File: src/rtl/bounded_integer_set_table_unit_defines.svh
// assertion helpers for the set table unit
`ifndef BOUNDED_INTEGER_SET_TABLE_UNIT_DEFINES_SVH
`define BOUNDED_INTEGER_SET_TABLE_UNIT_DEFINES_SVH

// same-cycle implication, held off during reset
`define BIST_ASSERT_IMPL(lbl, ante, cons, msg) \
    lbl: assert property (@(posedge i_clk) disable iff (!i_rst_n) (ante) |-> (cons)) \
        else $error(msg);

// next-cycle implication, held off during reset
`define BIST_ASSERT_NEXT(lbl, ante, cons, msg) \
    lbl: assert property (@(posedge i_clk) disable iff (!i_rst_n) (ante) |=> (cons)) \
        else $error(msg);

`endif

File: src/rtl/bist_pkg.sv
package bist_pkg;

    localparam int CAPACITY  = 64;
    localparam int DATA_W    = 32;
    localparam int SUM_W     = 38;
    localparam int COUNT_W   = 7;
    localparam int FUNC_W    = 2;
    localparam int STATUS_W  = 2;
    localparam int CFG_IDX_W = 1;

    localparam logic [CFG_IDX_W-1:0] CFG_MIN_ALLOWED = 1'b0;
    localparam logic [CFG_IDX_W-1:0] CFG_MAX_ALLOWED = 1'b1;

    typedef enum logic [FUNC_W-1:0] {
        FN_INSERT_CHECKED   = 2'd0,
        FN_INSERT_UNCHECKED = 2'd1,
        FN_REMOVE           = 2'd2,
        FN_CONTAINS         = 2'd3
    } t_func;

    typedef enum logic [STATUS_W-1:0] {
        ST_OK    = 2'd0,
        ST_DUP   = 2'd1,
        ST_RANGE = 2'd2,
        ST_FULL  = 2'd3
    } t_status;

    typedef enum logic {
        S_IDLE = 1'b0,
        S_WALK = 1'b1
    } t_state;

    // request token that walks down the cell chain
    typedef struct packed {
        logic              active;
        t_func             func;
        logic [DATA_W-1:0] value;
        logic              allow;   // range check passed (or not needed)
        logic              hit;     // value matched in an earlier cell
        logic              placed;  // value already written into a free cell
    } t_token;

endpackage

File: src/rtl/bist_cell.sv
module bist_cell
    import bist_pkg::*;
(
    input  logic              i_clk,
    input  logic              i_rst_n,
    input  t_token            i_tok,
    input  logic [DATA_W-1:0] i_next_entry,
    input  logic              i_next_valid,
    output logic [DATA_W-1:0] o_entry,
    output logic              o_valid,
    output t_token            o_tok
);

    logic [DATA_W-1:0] r_entry;
    logic              r_valid;
    t_token            r_tok;
    t_token            n_tok;
    logic              w_match;
    logic              w_hit;
    logic              w_place;
    logic              w_shift;
    logic              w_is_insert;

    assign w_is_insert = (i_tok.func == FN_INSERT_CHECKED) ||
                         (i_tok.func == FN_INSERT_UNCHECKED);
    assign w_match = i_tok.active && r_valid && (r_entry == i_tok.value) && !i_tok.hit;
    assign w_hit   = i_tok.hit || w_match;
    // first free cell seen by an insert that passed the range check and found no match
    assign w_place = i_tok.active && w_is_insert && !r_valid && !i_tok.hit &&
                     !i_tok.placed && i_tok.allow;
    // remove: this cell and all after the match pull from the right neighbor
    assign w_shift = i_tok.active && (i_tok.func == FN_REMOVE) && w_hit;

    always_comb begin
        n_tok        = i_tok;
        n_tok.hit    = w_hit;
        n_tok.placed = i_tok.placed || w_place;
    end

    always_ff @(posedge i_clk) begin
        if (!i_rst_n) begin
            r_valid <= 1'b0;
        end else if (w_shift) begin
            r_valid <= i_next_valid;
        end else if (w_place) begin
            r_valid <= 1'b1;
        end
    end

    always_ff @(posedge i_clk) begin
        if (w_shift) begin
            r_entry <= i_next_entry;
        end else if (w_place) begin
            r_entry <= i_tok.value;
        end
    end

    always_ff @(posedge i_clk) begin
        if (!i_rst_n) begin
            r_tok.active <= 1'b0;
        end else begin
            r_tok <= n_tok;
        end
    end

    assign o_entry = r_entry;
    assign o_valid = r_valid;
    assign o_tok   = r_tok;

endmodule

File: config.mk
export PLATFORM = sky130hd
export DESIGN_NAME = bist_cell
export DESIGN_NICKNAME = d
export VERILOG_FILES = /design/src/rtl/bounded_integer_set_table_unit_defines.svh /design/src/rtl/bist_pkg.sv /design/src/rtl/bist_cell.sv
export SDC_FILE = /design/constraint.sdc
export NUM_CORES = 1
export LEC_CHECK = 0
export BUFFER_PORTS_ARGS = -buffer_cell sky130_fd_sc_hd__buf_2
export CAP_MARGIN = 40
export CORE_MARGIN = 2
export CORE_UTILIZATION = 43
export CTS_CLUSTER_SIZE = 10
export DETAILED_ROUTE_END_ITERATION = 7
export PLACE_DENSITY = 0.8
export SLEW_MARGIN = 30
export SYNTH_ARGS = -nofsm -noshare
export SYNTH_HDL_FRONTEND = slang
export SYNTH_SLANG_ARGS = --single-unit
File: constraint.sdc
create_clock -name i_clk -period 2.5 [get_ports i_clk]
set_input_delay 0.125 -clock i_clk [delete_from_list [all_inputs] [get_ports i_clk]]
set_output_delay 0.125 -clock i_clk [all_outputs]
set_load 0.01 [all_outputs]
==> impl_metrics.tcl <==
set metrics [dict create \
    run_status "completed" \
    clk_pin_slew_ns 0.07 \
    slowest_stage "or4_4" \
    drt-initial-drc-count 109 \
    worstPathRequired_ns 2.58 \
    grt_max_degree 33 \
    slowest_delay_ns 0.57 \
    syn_nets 252 \
    ys_ff_latch 71 \
    hpwl_um 5680 \
    maxUsedRoutingLayer "met4" \
    min_period_ns 2.42 \
    worstRegToRegCells 7 \
    yosysUniqueCellTypes 32 \
    tns_ns 0 \
    area_delta_synth_final_pct 40.4 \
    cp-start-kind "input port" \
    hold_depth 1 \
    gp_congestion 0.826 \
    grt_pass1_vias 2252 \
    num_io_pins 144 \
    cts_tree "built" \
    viasPerCell 4.79 \
    antenna_found_initial 0 \
    drv_slew 0 \
    hold_viol_final 0 \
    fin_skew_ns 0.00704 \
    avgSynthCellArea_um2 17.5 \
    worstHoldStart "i_tok[5]" \
    yosysSeqAreaShare 0.674 \
    wl_met2_um 3950 \
    antenna_cells 0 \
    power.total_uw 2530 \
    postLayoutCoreUtil 0.616 \
    instances_no_fill 460 \
    die_h_um 89.3 \
    cts_root_buffer "clkbuf_8" \
    final_common_cell "buf_2" \
    path_max_fanout 19 \
    dr.pass1.iters 4 \
    p_leak_uw 0.00198 \
    timing.rr.start "o_entry[26]" \
    final_cell_mix "buf_2, edfxtp_1, mux2_4" \
    period_share 0.969 \
    numPlacedInstances 424 \
    rrSetupSlack_ns 0.11 \
    timing.fmax_mhz 413 \
    placed_area_mm2 0.00403 \
    final_antenna_net_count 0 \
    wirelength_um 7550 \
    vias 2205 \
    rows 31 \
    drv_cap 0 \
    cp.arrival_ns 2.50 \
    clock-sinks 71 \
    met3WireLength_um 534 \
    clockBufferDepth 2 \
    vdd_drop_max_v 0.000285 \
    ys_warn_count 0 \
    rr_endpoint "o_entry[28]" \
    drive_gt1_frac 0.568 \
    grt_overflow 0 \
    dieArea_mm2 0.00798 \
    min_to "o_tok[5]" \
    p_per_area_mw_per_mm2 576 \
    insertion_delay_ns 0.33 \
    fin_area_mm2 0.00440 \
    die_w_um 89.3 \
    drc 0 \
    cts_buffers 9 \
    worst_pin_slew_ns 0.370 \
    rsz0062_at_grt "yes" \
    worstSetupPathType "in -> reg" \
    max_slew_margin 0.752 \
    wl_per_cell_um 16.4 \
    initial_core_util 0.439 \
    finalSetupViolations 0 \
    io_buffer_count 143 \
    hp-class "in -> reg" \
    nNetsFinal 429 \
    grt_pass1_wl_um 11000 \
    core_area_mm2 0.00714 \
    worstPathCellList "dlygate4sd3_1 > buf_2 > inv_1 > o22ai_1 > or4_4 > nor4_4 > a31oi_4 > buf_12 > mux2_4" \
    grt_usage 0.189 \
    netlist_area_mm2 0.00313 \
    end_kind "register" \
    m1WireLength_um 2990 \
    netlist_instances 179 \
    h-tree-depth 3 \
]
==> Yosys cell counts <==
library cell	count	share of area
edfxtp_1	69	0.66
mux2_4	29	0.14
inv_1	17	0.020
xor2_1	12	0.034
o22ai_1	6	0.012
nand2_1	5	0.0060
a22oi_1	4	0.0096
buf_6	3	0.011
mux2_2	3	0.011
nor4_1	3	0.0060
o2bb2ai_1	3	0.0084
xnor2_1	3	0.0084
and4_2	2	0.0064
dfxtp_1	2	0.013
a2111oi_0	1	0.0028
a21o_2	1	0.0028
a221o_1	1	0.0032
a222oi_1	1	0.0032
a31o_2	1	0.0028
a31oi_4	1	0.0068
and2_1	1	0.0020
and2_2	1	0.0024
nand2b_1	1	0.0020
nand3_1	1	0.0016
nand3b_1	1	0.0024
nor2_1	1	0.0012
nor3_1	1	0.0016
nor4_4	1	0.0068
nor4b_1	1	0.0028
o221a_2	1	0.0036
o221ai_1	1	0.0028
or4_4	1	0.0036
==> power breakdown <==
| group | total (uW) | switching, uW | internal [uW] |
|---|---|---|---|
| Clock | 740 | 399 | 341 |
| Sequential | 1420 | 29.3 | 1390 |
| Combinational | 371 | 179 | 192 |
| Total | 2530 | 607 | 1930 |
==> stage by stage <==
step / hold WS, ns / setup WS [ns]
2_1_floorplan: 0.224 / 0.115
3_3_place_gp: 0.318 / 0.167
3_5_place_dp: 0.327 / 0.120
4_1_cts: 0.000281 / 0.0343
5_1_grt: 0.000802 / -0.0172
6_report: 0.0123 / 0.0778
==> logic make-up (layout without fill, tap and decap cells) <==
family,after synthesis,count (layout),share of synthesized area
buffers and inverters,20,202,0.0312
xor gates and xnor gates,15,15,0.0420
AOI/OAI and AO/OA,21,21,0.0579
muxes,32,32,0.150
DFF,71,71,0.674
and+or+nand+nor,20,20,0.0447
==> what timing repair did <==
action,CTS,global route
hold buffers,19,0
endpoints found under the setup margin,0,32
endpoints found under the hold margin,19,0
setup buffers,0,1
gates resized for setup,0,3
==> state kept, by name, summed over array words and instances, names as in the netlist <==
signal   count
o_valid      1
o_tok       38
o_entry     32
==> routing by layer <==
layer	vias to the layer above	global-route usage
li1	1046	-
met1	1050	0.230
met2	103	0.327
met3	6	0.0397
met4	0	0.0787
met5	-	0
==> area by class of cell <==
| cell class | instances | area [um^2] |
|---|---|---|
| clock buffers | 9 | 124 |
| clock inverters | 7 | 30.0 |
| fillers | 613 | 2740 |
| inverters | 17 | 63.8 |
| multi-input cells | 88 | 936 |
| flip-flops and latches | 71 | 2110 |
| well taps | 99 | 124 |
| repair buffers | 169 | 1010 |
==> worst max-delay path by stage <==
stage	slack [ns]	startpoint	cells past startpoint	endpoint
final	0.08	i_tok[9]	9	o_entry[28]
after global routing	-0.02	o_entry[28]	8	o_entry[9]
after CTS	0.03	i_tok[9]	9	o_entry[9]
after detailed placement	0.12	o_entry[2]	7	o_entry[28]
after global placement	0.17	o_entry[14]	7	o_entry[10]
after floorplan	0.11	o_entry[2]	5	o_entry[0]
==> worst max-delay path: cells and delay by family <==
kind	cells	cell delay (ns)
buffers and inverters	4	0.98
AND/OR/NAND/NOR	2	0.83
multiplexers	1	0.30
AO/OA/AOI/OAI	2	0.26
Power figures use the tool's default switching activity.
